**config.mk**
```make
export PLATFORM = sky130hd
export DESIGN_NAME = pixel_threshold_bit_packer
export DESIGN_NICKNAME = d
export VERILOG_FILES = /design/src/ptbp_pkg.sv /design/src/ptbp_classify.sv /design/src/ptbp_pack.sv /design/src/pixel_threshold_bit_packer.sv
export SDC_FILE = /design/constraint.sdc
export NUM_CORES = 1
export LEC_CHECK = 0
export CAP_MARGIN = 5
export CORE_ASPECT_RATIO = 1.5
export CORE_MARGIN = 1
export CORE_UTILIZATION = 50
export CTS_BUF_LIST = sky130_fd_sc_hd__clkbuf_8
export CTS_CLUSTER_SIZE = 20
export DETAILED_ROUTE_END_ITERATION = 8
export DONT_BUFFER_PORTS = 1
export PLACE_DENSITY = 0.73
export SLEW_MARGIN = 20
export SYNTH_ARGS = -nofsm -noshare
export SYNTH_HDL_FRONTEND = slang
export SYNTH_SLANG_ARGS = --single-unit
```
**constraint.sdc**
```tcl
create_clock -name clk -period 10.06 [get_ports clk]
set_clock_uncertainty 0.05 [all_clocks]
set_input_delay 1.006 -clock clk [delete_from_list [all_inputs] [get_ports clk]]
set_output_delay 1.006 -clock clk [all_outputs]
set_load 0.01 [all_outputs]
```
**src/ptbp_pkg.sv**
```systemverilog
// ----------------------------------------------------------------------------
// ptbp_pkg
// types and constants shared by the threshold bit packer modules
// ----------------------------------------------------------------------------
package ptbp_pkg;

	// pixel classification modes, code 3 acts as colour
	typedef enum logic [1:0] {
		MODE_BW     = 2'd0,
		MODE_GREY   = 2'd1,
		MODE_COLOUR = 2'd2
	} pixel_mode_t;

	// configuration register indexes
	localparam logic [1:0] CFG_IDX_MODE   = 2'd0;
	localparam logic [1:0] CFG_IDX_WIDTH  = 2'd1;
	localparam logic [1:0] CFG_IDX_HEIGHT = 2'd2;

	// dark thresholds: grey value and 2r+2g+b weighted sum
	localparam logic [7:0]  GREY_LIMIT   = 8'd128;
	localparam logic [10:0] COLOUR_LIMIT = 11'd640;

	localparam int unsigned BYTE_BITS = 8;

	// one input pixel, first channel in the low bits
	typedef struct packed {
		logic [7:0] pix_blue;
		logic [7:0] pix_green;
		logic [7:0] pix_first;
	} pix_t;

	// configuration seen by the datapath
	typedef struct packed {
		logic [1:0]  pixel_mode;
		logic [15:0] image_width;
		logic [15:0] image_height;
	} cfg_t;

	// classified item leaving the input register
	typedef struct packed {
		logic valid;
		logic dark;
	} item_t;

endpackage

```
**src/ptbp_classify.sv**
```systemverilog
// ----------------------------------------------------------------------------
// ptbp_classify
// decides whether one registered pixel is dark under the current mode
// ----------------------------------------------------------------------------
module ptbp_classify (
	input  ptbp_pkg::pix_t       pix,
	input  logic [1:0]           pixel_mode,
	output logic                 dark
);
	import ptbp_pkg::*;

	logic [10:0] weighted;

	// 2r + 2g + b, at most 1275
	assign weighted = {2'b00, pix.pix_first, 1'b0} + {2'b00, pix.pix_green, 1'b0}
		+ {3'b000, pix.pix_blue};

	// threshold per mode
	always_comb begin
		case (pixel_mode)
			MODE_BW:   dark = (pix.pix_first == 8'd0);
			MODE_GREY: dark = (pix.pix_first <= GREY_LIMIT);
			default:   dark = (weighted <= COLOUR_LIMIT);
		endcase
	end

endmodule

```
**src/ptbp_pack.sv**
```systemverilog
// ----------------------------------------------------------------------------
// ptbp_pack
// gathers dark bits into bytes, tracks row and column, holds the result beat
// ----------------------------------------------------------------------------
module ptbp_pack (
	input  logic             clk,
	input  logic             arst_n,
	input  ptbp_pkg::cfg_t   cfg,
	input  ptbp_pkg::item_t  item,
	output logic             advance,
	output logic             out_valid,
	input  logic             out_ready,
	output logic [7:0]       packed_byte,
	output logic             row_end,
	output logic             image_end
);
	import ptbp_pkg::*;

	logic [7:0]  shift_q;
	logic [2:0]  count_q;
	logic [15:0] column_q;
	logic [15:0] row_q;
	logic        out_valid_q;
	logic [7:0]  byte_q;
	logic        row_end_q;
	logic        image_end_q;

	logic [7:0]  byte_next;
	logic        last_col;
	logic        last_row;
	logic        emit;
	logic        fire;

	// result register free this cycle
	assign advance = !out_valid_q || out_ready;
	assign fire    = item.valid && advance;

	// next byte and row/column end tests
	always_comb begin
		byte_next = shift_q | (item.dark ? (8'd1 << count_q) : 8'd0);
		last_col  = ({1'b0, column_q} + 17'd1) >= {1'b0, cfg.image_width};
		last_row  = ({1'b0, row_q} + 17'd1) >= {1'b0, cfg.image_height};
		emit      = (count_q == 3'(BYTE_BITS - 1)) || last_col;
	end

	// packing state
	always_ff @(posedge clk or negedge arst_n) begin
		if (!arst_n) begin
			shift_q  <= '0;
			count_q  <= '0;
			column_q <= '0;
			row_q    <= '0;
		end else if (fire) begin
			if (last_col) begin
				column_q <= '0;
				row_q    <= last_row ? 16'd0 : row_q + 16'd1;
			end else begin
				column_q <= column_q + 16'd1;
			end
			if (emit) begin
				shift_q <= '0;
				count_q <= '0;
			end else begin
				shift_q <= byte_next;
				count_q <= count_q + 3'd1;
			end
		end
	end

	// result beat valid
	always_ff @(posedge clk or negedge arst_n) begin
		if (!arst_n) begin
			out_valid_q <= 1'b0;
		end else if (advance) begin
			out_valid_q <= fire && emit;
		end
	end

	// result beat payload
	always_ff @(posedge clk) begin
		if (fire && emit) begin
			byte_q      <= byte_next;
			row_end_q   <= last_col;
			image_end_q <= last_col && last_row;
		end
	end

	assign out_valid   = out_valid_q;
	assign packed_byte = byte_q;
	assign row_end     = row_end_q;
	assign image_end   = image_end_q;

endmodule

```
**src/pixel_threshold_bit_packer.sv**
```systemverilog
// ----------------------------------------------------------------------------
// pixel_threshold_bit_packer
// thresholds a raster pixel stream to one bit per pixel and packs bytes
// ----------------------------------------------------------------------------
// an input beat passes the input register, then the result register
// one pixel per cycle unless m_axis stalls; result register frees as the beat is taken
// a byte leaves every eighth pixel of a row and at each row end, right-aligned
// reset: arst_n clears the pipeline, counters and config registers (mode 0, width 1, height 1)
module pixel_threshold_bit_packer (
	input  logic        clk,
	input  logic        arst_n,
	// pixel input beats
	input  logic        s_axis_tvalid,
	output logic        s_axis_tready,
	input  logic [23:0] s_axis_tdata,  // pix_first[7:0], pix_green[15:8], pix_blue[23:16]
	// packed byte beats
	output logic        m_axis_tvalid,
	input  logic        m_axis_tready,
	output logic [7:0]  m_axis_tdata,  // packed_byte[7:0]
	output logic        m_axis_tlast,  // row_end
	output logic [0:0]  m_axis_tuser,  // image_end[0]
	// register writes
	input  logic        cfg_valid,
	output logic        cfg_ready,
	input  logic [1:0]  cfg_index,
	input  logic [15:0] cfg_data
);
	import ptbp_pkg::*;

	cfg_t        cfg_q;
	logic        valid_s1;
	pix_t        pix_s1;
	logic        dark;
	item_t       item;
	logic        advance;
	logic        image_end;

	// register writes are always taken
	assign cfg_ready = 1'b1;

	always_ff @(posedge clk or negedge arst_n) begin
		if (!arst_n) begin
			cfg_q.pixel_mode   <= MODE_BW;
			cfg_q.image_width  <= 16'd1;
			cfg_q.image_height <= 16'd1;
		end else if (cfg_valid) begin
			case (cfg_index)
				CFG_IDX_MODE:   cfg_q.pixel_mode   <= cfg_data[1:0];
				CFG_IDX_WIDTH:  cfg_q.image_width  <= cfg_data;
				CFG_IDX_HEIGHT: cfg_q.image_height <= cfg_data;
				default:        ;
			endcase
		end
	end

	// input register
	assign s_axis_tready = !valid_s1 || advance;

	always_ff @(posedge clk or negedge arst_n) begin
		if (!arst_n) begin
			valid_s1 <= 1'b0;
		end else if (s_axis_tready) begin
			valid_s1 <= s_axis_tvalid;
		end
	end

	always_ff @(posedge clk) begin
		if (s_axis_tvalid && s_axis_tready) begin
			pix_s1 <= pix_t'(s_axis_tdata);
		end
	end

	ptbp_classify u_classify (
		.pix        (pix_s1),
		.pixel_mode (cfg_q.pixel_mode),
		.dark       (dark)
	);

	assign item.valid = valid_s1;
	assign item.dark  = dark;

	ptbp_pack u_pack (
		.clk         (clk),
		.arst_n      (arst_n),
		.cfg         (cfg_q),
		.item        (item),
		.advance     (advance),
		.out_valid   (m_axis_tvalid),
		.out_ready   (m_axis_tready),
		.packed_byte (m_axis_tdata),
		.row_end     (m_axis_tlast),
		.image_end   (image_end)
	);

	assign m_axis_tuser = image_end;

endmodule

```
**Word level (Yosys, flattened, before mapping)**

Index checks and enable logic that the tools add are counted.

- Reductions and logical operators: 16
- Mux-type cells: 6
- Shifts and indexed selects: 1
- Bitwise logic cells: 1
- Add/sub/neg operators: 7
- Order comparisons: 4
- Eq/ne operators: 4

Operator list:

| operator | number |
|---|---|
| $add A16 B1 Y17 const B | 2 |
| $ge A17 B16 Y1 | 2 |
| $add A16 B1 Y16 const B | 2 |
| $mux W16 | 2 |
| $mux W8 | 2 |
| $add A11 B8 Y11 | 1 |
| $le A11 B10 Y1 const B | 1 |
| $add A9 B9 Y10 | 1 |
| $le A8 B8 Y1 const B | 1 |
| $logic_not A8 Y1 | 1 |
| $or A8 B8 Y8 | 1 |
| $reduce_and A2 Y1 | 4 |
| $shl A1 B3 Y8 const A | 1 |
| $eq A2 B1 Y1 const B | 2 |
| $logic_and A1 B1 Y1 | 4 |
| $logic_not A2 Y1 | 2 |
| $add A3 B1 Y3 const B | 1 |
| $eq A3 B3 Y1 const B | 1 |
| $logic_or A1 B1 Y1 | 3 |
| $mux W3 | 1 |
| $eq A2 B2 Y1 const B | 1 |
| $logic_not A1 Y1 | 2 |
| $pmux W1 S2 | 1 |

- Word-level logic and storage cells: 54
- Bits in registers: 113
- Output and inout port bits: 13
- Input port bits: 47

**Depth between registers and ports, before layout**

- Depth after elaboration: 7
- Depth in mapped cells: 17
- Mapped depth without buffers: 16

**Cells and area by module**

A second synthesis with hierarchy kept.

- Cell total of the unflattened synthesis: 561
- Area total of the unflattened synthesis: 6478.7 um^2

Modules (own cells, without submodules):

| module | sequential area each (um^2) | cells an instance | times used | area an instance (um^2) |
|---|---|---|---|---|
| ptbp_pack | 1401.3 | 401 | 1 | 3756.1 |
| pixel_threshold_bit_packer | 1599.0 | 103 | 1 | 2157.1 |
| ptbp_classify | 0.0 | 57 | 1 | 565.5 |

**Worst setup path after synthesis**

No wires, ideal clock.

- Path kind: register to register
- From: register pix_s1[0] in the netlist's numbering
- To: register u_pack.byte_q[7] (netlist: u_pack.packed_byte[7]) (data pin)
- Clock period less this slack: 3.536 ns
- Arrival time: 3.359 ns
- Path slack: 6.524 ns
- Stages on the path, launching flop included: 18
- Library setup time: 0.127 ns
- Path through: edfxtp_1 > ha_1 > inv_1 > fa_1 > nand2b_1 > a21oi_1 > nand2b_1 > a21oi_1 > xnor2_1 > ha_1 > nor3b_1 > a311o_1 > a311oi_1 > a31oi_1 > o2111a_1 > and4bb_4 > buf_8 > a21o_2

- Word-level cells in the longest chain between the ends: 6
- Elaborated cells between the ends (all ways): 8
- Those cells by class: add/sub (2); order compare (2); mux (2); bitwise (1); reduce/logical (1)

Ends and longest elaborated chain:

| element | line | source |
|---|---|---|
| start: declaration | pixel_threshold_bit_packer.sv:32 | `pix_t pix_s1;` |
| start signal: assignment | pixel_threshold_bit_packer.sv:69 | `pix_s1 <= pix_t'(s_axis_tdata);` |
| $add A9 B9 Y10 | ptbp_classify.sv:15 | `assign weighted = {2'b00, pix.pix_first, 1'b0} + {2'b00, pix.pix_green, 1'b0}` |
| $add A11 B8 Y11 | ptbp_classify.sv:16 | `+ {3'b000, pix.pix_blue};` |
| $le A11 B10 Y1 | ptbp_classify.sv:23 | `default: dark = (weighted <= COLOUR_LIMIT);` |
| $pmux W1 S2 (*) | ptbp_classify.sv:20 | `case (pixel_mode)` |
| $mux W8 (*) | ptbp_pack.sv:40 | `byte_next = shift_q \| (item.dark ? (8'd1 << count_q) : 8'd0);` |
| $or A8 B8 Y8 (*) | ptbp_pack.sv:40 |  |
| named net u_pack.byte_next[7] | ptbp_pack.sv:28 | `logic [7:0] byte_next;` |
| end signal: assignment | ptbp_pack.sv:82 | `byte_q <= byte_next;` |
| end: declaration | ptbp_pack.sv:24 | `logic [7:0] byte_q;` |

Mark *: on every way through the listed nets, which the timed path passes. The rest lies on a longest branch.
A chain may end at the register's enable or synchronous reset.

**Final worst setup path**

- From: register u_pack.column_q[2]
- To: register u_pack.byte_q[6] (netlist: u_pack.packed_byte[6]), enable pin

- Word-level cells in the longest chain between the ends: 4

Ends and longest elaborated chain:

| element | line | source |
|---|---|---|
| start: declaration | ptbp_pack.sv:21 | `logic [15:0] column_q;` |
| start signal: assignment | ptbp_pack.sv:58 | `column_q <= column_q + 16'd1;` |
| $add A16 B1 Y17 | ptbp_pack.sv:41 | `last_col = ({1'b0, column_q} + 17'd1) >= {1'b0, cfg.image_width};` |
| $ge A17 B16 Y1 | ptbp_pack.sv:41 |  |
| $logic_or A1 B1 Y1 | ptbp_pack.sv:43 | `emit = (count_q == 3'(BYTE_BITS - 1)) \|\| last_col;` |
| $logic_and A1 B1 Y1 | ptbp_pack.sv:81 | `if (fire && emit) begin` |

Every way passes these cells.

==> flow_metrics.py <==
metrics = {
    "clock_network": {
        "cts_buffer_depth": 2,
        "cts_resized": 0,
        "clkSlewWorstSetupHoldPaths_ps": 70,
        "clk_latency_ps": 440,
        "htreeDepth": 4,
        "cts_sinks": 113,
        "cts_made_buffers": 17,
        "root_buffer": "clkbuf_8",
        "cts_tree": "yes",
        "cts_setup_buffers": 0,
        "holdBufCountCts": 0,
    },
    "routing": {
        "vias": 4647,
        "wl_per_cell_um": 18.0,
        "drt_iter0_markers": 220,
        "via_per_inst": 5.95,
        "drtPass1Iterations": 5,
        "wirelength_um": 14000,
        "post-route-drc-count": 0,
        "ant_nets": 0,
    },
    "outcome": {
        "outcome": "completed",
    },
    "finish": {
        "drive_above_1_share": 0.138,
        "fin_cells": 781,
        "nNetsFinal": 717,
        "n_antenna_cell": 0,
        "synthToLayoutAreaGrowth_pct": 8.29,
        "fill_cells": 1110,
    },
    "global_route": {
        "grt_pass1_vias": 4893,
        "grt_max_degree": 80,
        "grt.total_usage": 0.223,
        "grt-ovfl-total": 0,
        "grt_pass1_wl_um": 22900,
        "grt_antenna_before_repair": 0,
    },
    "timing": {
        "finalSetupTns_ps": 0,
        "max_freq_mhz": 237,
        "worst_pin_slew_ps": 973,
        "fin_crit_sh": 0.420,
        "final_hold_viol_count": 0,
        "rsz0062_at_grt": "no",
        "final-setup-viol-count": 0,
        "slew_headroom": 0.350,
        "fin_crit_ps": 4220,
        "maxSlewViolCount": 0,
    },
    "critical_path": {
        "end_kind": "register",
        "cp_slowest_stage_delay_ps": 480,
        "critPathKind": "register to register",
        "cp_max_fo": 21,
        "path_buf_inv": 2,
        "cpMaxStageDelayCell": "inv_1",
        "path_cells": "and3_1 > and3_1 > nand3_1 > nor2_1 > nand3_1 > xnor2_1 > ha_1 > nand2_1 > nor3_1 > nand2_1 > o211ai_1 > nor2_1 > inv_1 > o21ai_2 > inv_1",
        "crit_family": "simple AND/OR/NAND/NOR gates",
        "arrival_ps": 4270,
        "cp.required_ps": 10110,
        "startpoint_type": "register",
    },
    "power_and_ir_drop": {
        "p_sw_frac": 0.308,
        "internal_power_uw": 997,
        "p_per_area_nw_per_um2": 204,
        "pwr-share-seq": 0.424,
        "power_switching_uw": 443,
        "ir_worst_vdd_uv": 93.9,
        "p_leak_nw": 3.20,
        "pwr-share-clk": 0.324,
        "p_comb_frac": 0.251,
    },
    "yosys": {
        "synthArstFlopShare": 0.699,
        "yosys.area.top_type_share": 0.295,
        "ys_warn_count": 0,
        "ys_types": 59,
        "synth_edf_count": 34,
        "ys_seq_area_frac": 0.459,
        "ys_ff_latch": 113,
        "synth_top_cell_by_area": "dfrtp_1",
        "yosysMostFrequentCell": "dfrtp_1",
        "synthCells": 611,
        "synth_area_per_cell_um2": 10.7,
        "synthTopCellsByArea": "dfrtp_1, edfxtp_1, ha_1",
        "yosys_most_used_dff": "dfrtp_1",
        "syn_nets": 716,
        "synthesis.area_um2": 6530,
        "synth_common_cells": "dfrtp_1, ha_1, inv_1",
    },
    "die": {
        "die_w_um": 95.3,
        "io-pin-count": 60,
        "die_area_um2": 13500,
        "die_y_um": 142,
        "coreArea_um2": 12600,
        "row_count": 50,
        "initial_core_util": 0.517,
    },
    "placement": {
        "place_inst": 749,
        "place_hpwl_um": 10500,
        "gp_congestion": 0.883,
        "port-buffer-count": 0,
    },
    "flow_run": {
        "drv_cap": 0,
    },
    "min_path": {
        "hp-class": "input port to asynchronous set/reset pin",
    },
}
area by class of cell:
class	count	area, um2	area share
clock buffer	18	248	0.0350
clock inverter	14	188	0.0265
inverter	51	191	0.0271
multi-input combinational	428	3240	0.459
sequential	113	3000	0.424
tap	156	195	0.0276
timing repair buffer	1	7.51	0.00106
layout by cell type (no fill, tap or decap), drive strengths merged, types with 6 or more instances in the layout:
cell and instances:
inv 52, a32o 8, edfxtp 34, o21ai 48, dfrtp 77, nor2b 8, ha 56, and2 11
nand4 6, xnor2 22, o211ai 11, a21oi 19, nor3 6, clkbuf 18, nand2b 15, nand2 43
nand3 21, xor2 13, nor2 20, mux2 35, clkinv 6, and3 12, a21o 12
worst register-to-register path: stages (launching register included):
cell,delay [ps]
dfrtp_1,440
and3_1,200
and3_1,260
nand3_1,180
nor2_1,300
nand3_1,140
xnor2_1,170
ha_1,300
nand2_1,60
nor3_1,250
nand2_1,80
o211ai_1,260
nor2_1,100
inv_1,480
o21ai_2,230
inv_1,370
worst paths after layout:
check | from | to | slack, ps | depth (start not counted)
max in group asynchronous | arst_n | cfg_q[0] | 9550 | 0
hold reg to reg | u_pack.shift_q[1] | u_pack.shift_q[1] | 450 | 1
hold / removal | arst_n | cfg_q[12] | 210 | 0
setup reg to reg | u_pack.column_q[2] | u_pack.packed_byte[6] | 5840 | 15
setup / recovery | u_pack.column_q[2] | u_pack.packed_byte[6] | 5840 | 15
min in group clk | u_pack.shift_q[1] | u_pack.shift_q[1] | 450 | 1
per-stage QoR:
step | cell area, um2 | hold WS, ps | utilization | worst slack (ps) | power [mW]
final | 7070 | 210 | 0.560 | 5840 | 1.44
after global routing | 7070 | 184 | 0.560 | 5440 | 1.53
after CTS | 7070 | 189 | 0.560 | 5890 | 1.45
after detailed placement | 6640 | 432 | 0.525 | 5910 | 0.982
after global placement | 6640 | 429 | 0.525 | 6090 | 0.956
after floorplan | 6530 | 405 | - | 6520 | 0.891
layer usage:
layer | routed length, um | GRT usage
met3 | 706 | 0.0540
met2 | 7490 | 0.401
met1 | 5520 | 0.246
met5 | 0 | 0
met4 | 327 | 0.0885
power groups by stage:
stage / logic [mW] / clock network (mW) / registers, mW
4_1_cts: 0.365 / 0.475 / 0.611
6_report: 0.362 / 0.467 / 0.611
2_1_floorplan: 0.289 / 0 / 0.602
5_1_grt: 0.408 / 0.496 / 0.622
3_5_place_dp: 0.362 / 0 / 0.619
3_3_place_gp: 0.341 / 0 / 0.615
cell families (layout without fill, tap and decap cells):
group / after synthesis / after routing / synth area share
XOR/XNOR: 35 / 35 / 0.0469
AO/OA/AOI/OAI: 138 / 138 / 0.144
flip-flops: 113 / 113 / 0.459
adder cells (fa/ha/maj): 58 / 58 / 0.113
AND/OR/NAND/NOR: 160 / 160 / 0.130
multiplexers: 36 / 36 / 0.0619
buffers and inverters: 70 / 84 / 0.0442
other: 1 / 1 / 0.000574
registers in the layout, summed over array words and instances, names as in the netlist:
signal              count
cfg_q                  34
pix_s1                 24
u_pack.column_q        16
u_pack.row_q           16
u_pack.packed_byte      8
u_pack.shift_q          8
u_pack.count_q          3
u_pack.image_end        1
u_pack.out_valid        1
u_pack.row_end          1
valid_s1                1
Power figures use the tool's default switching activity.
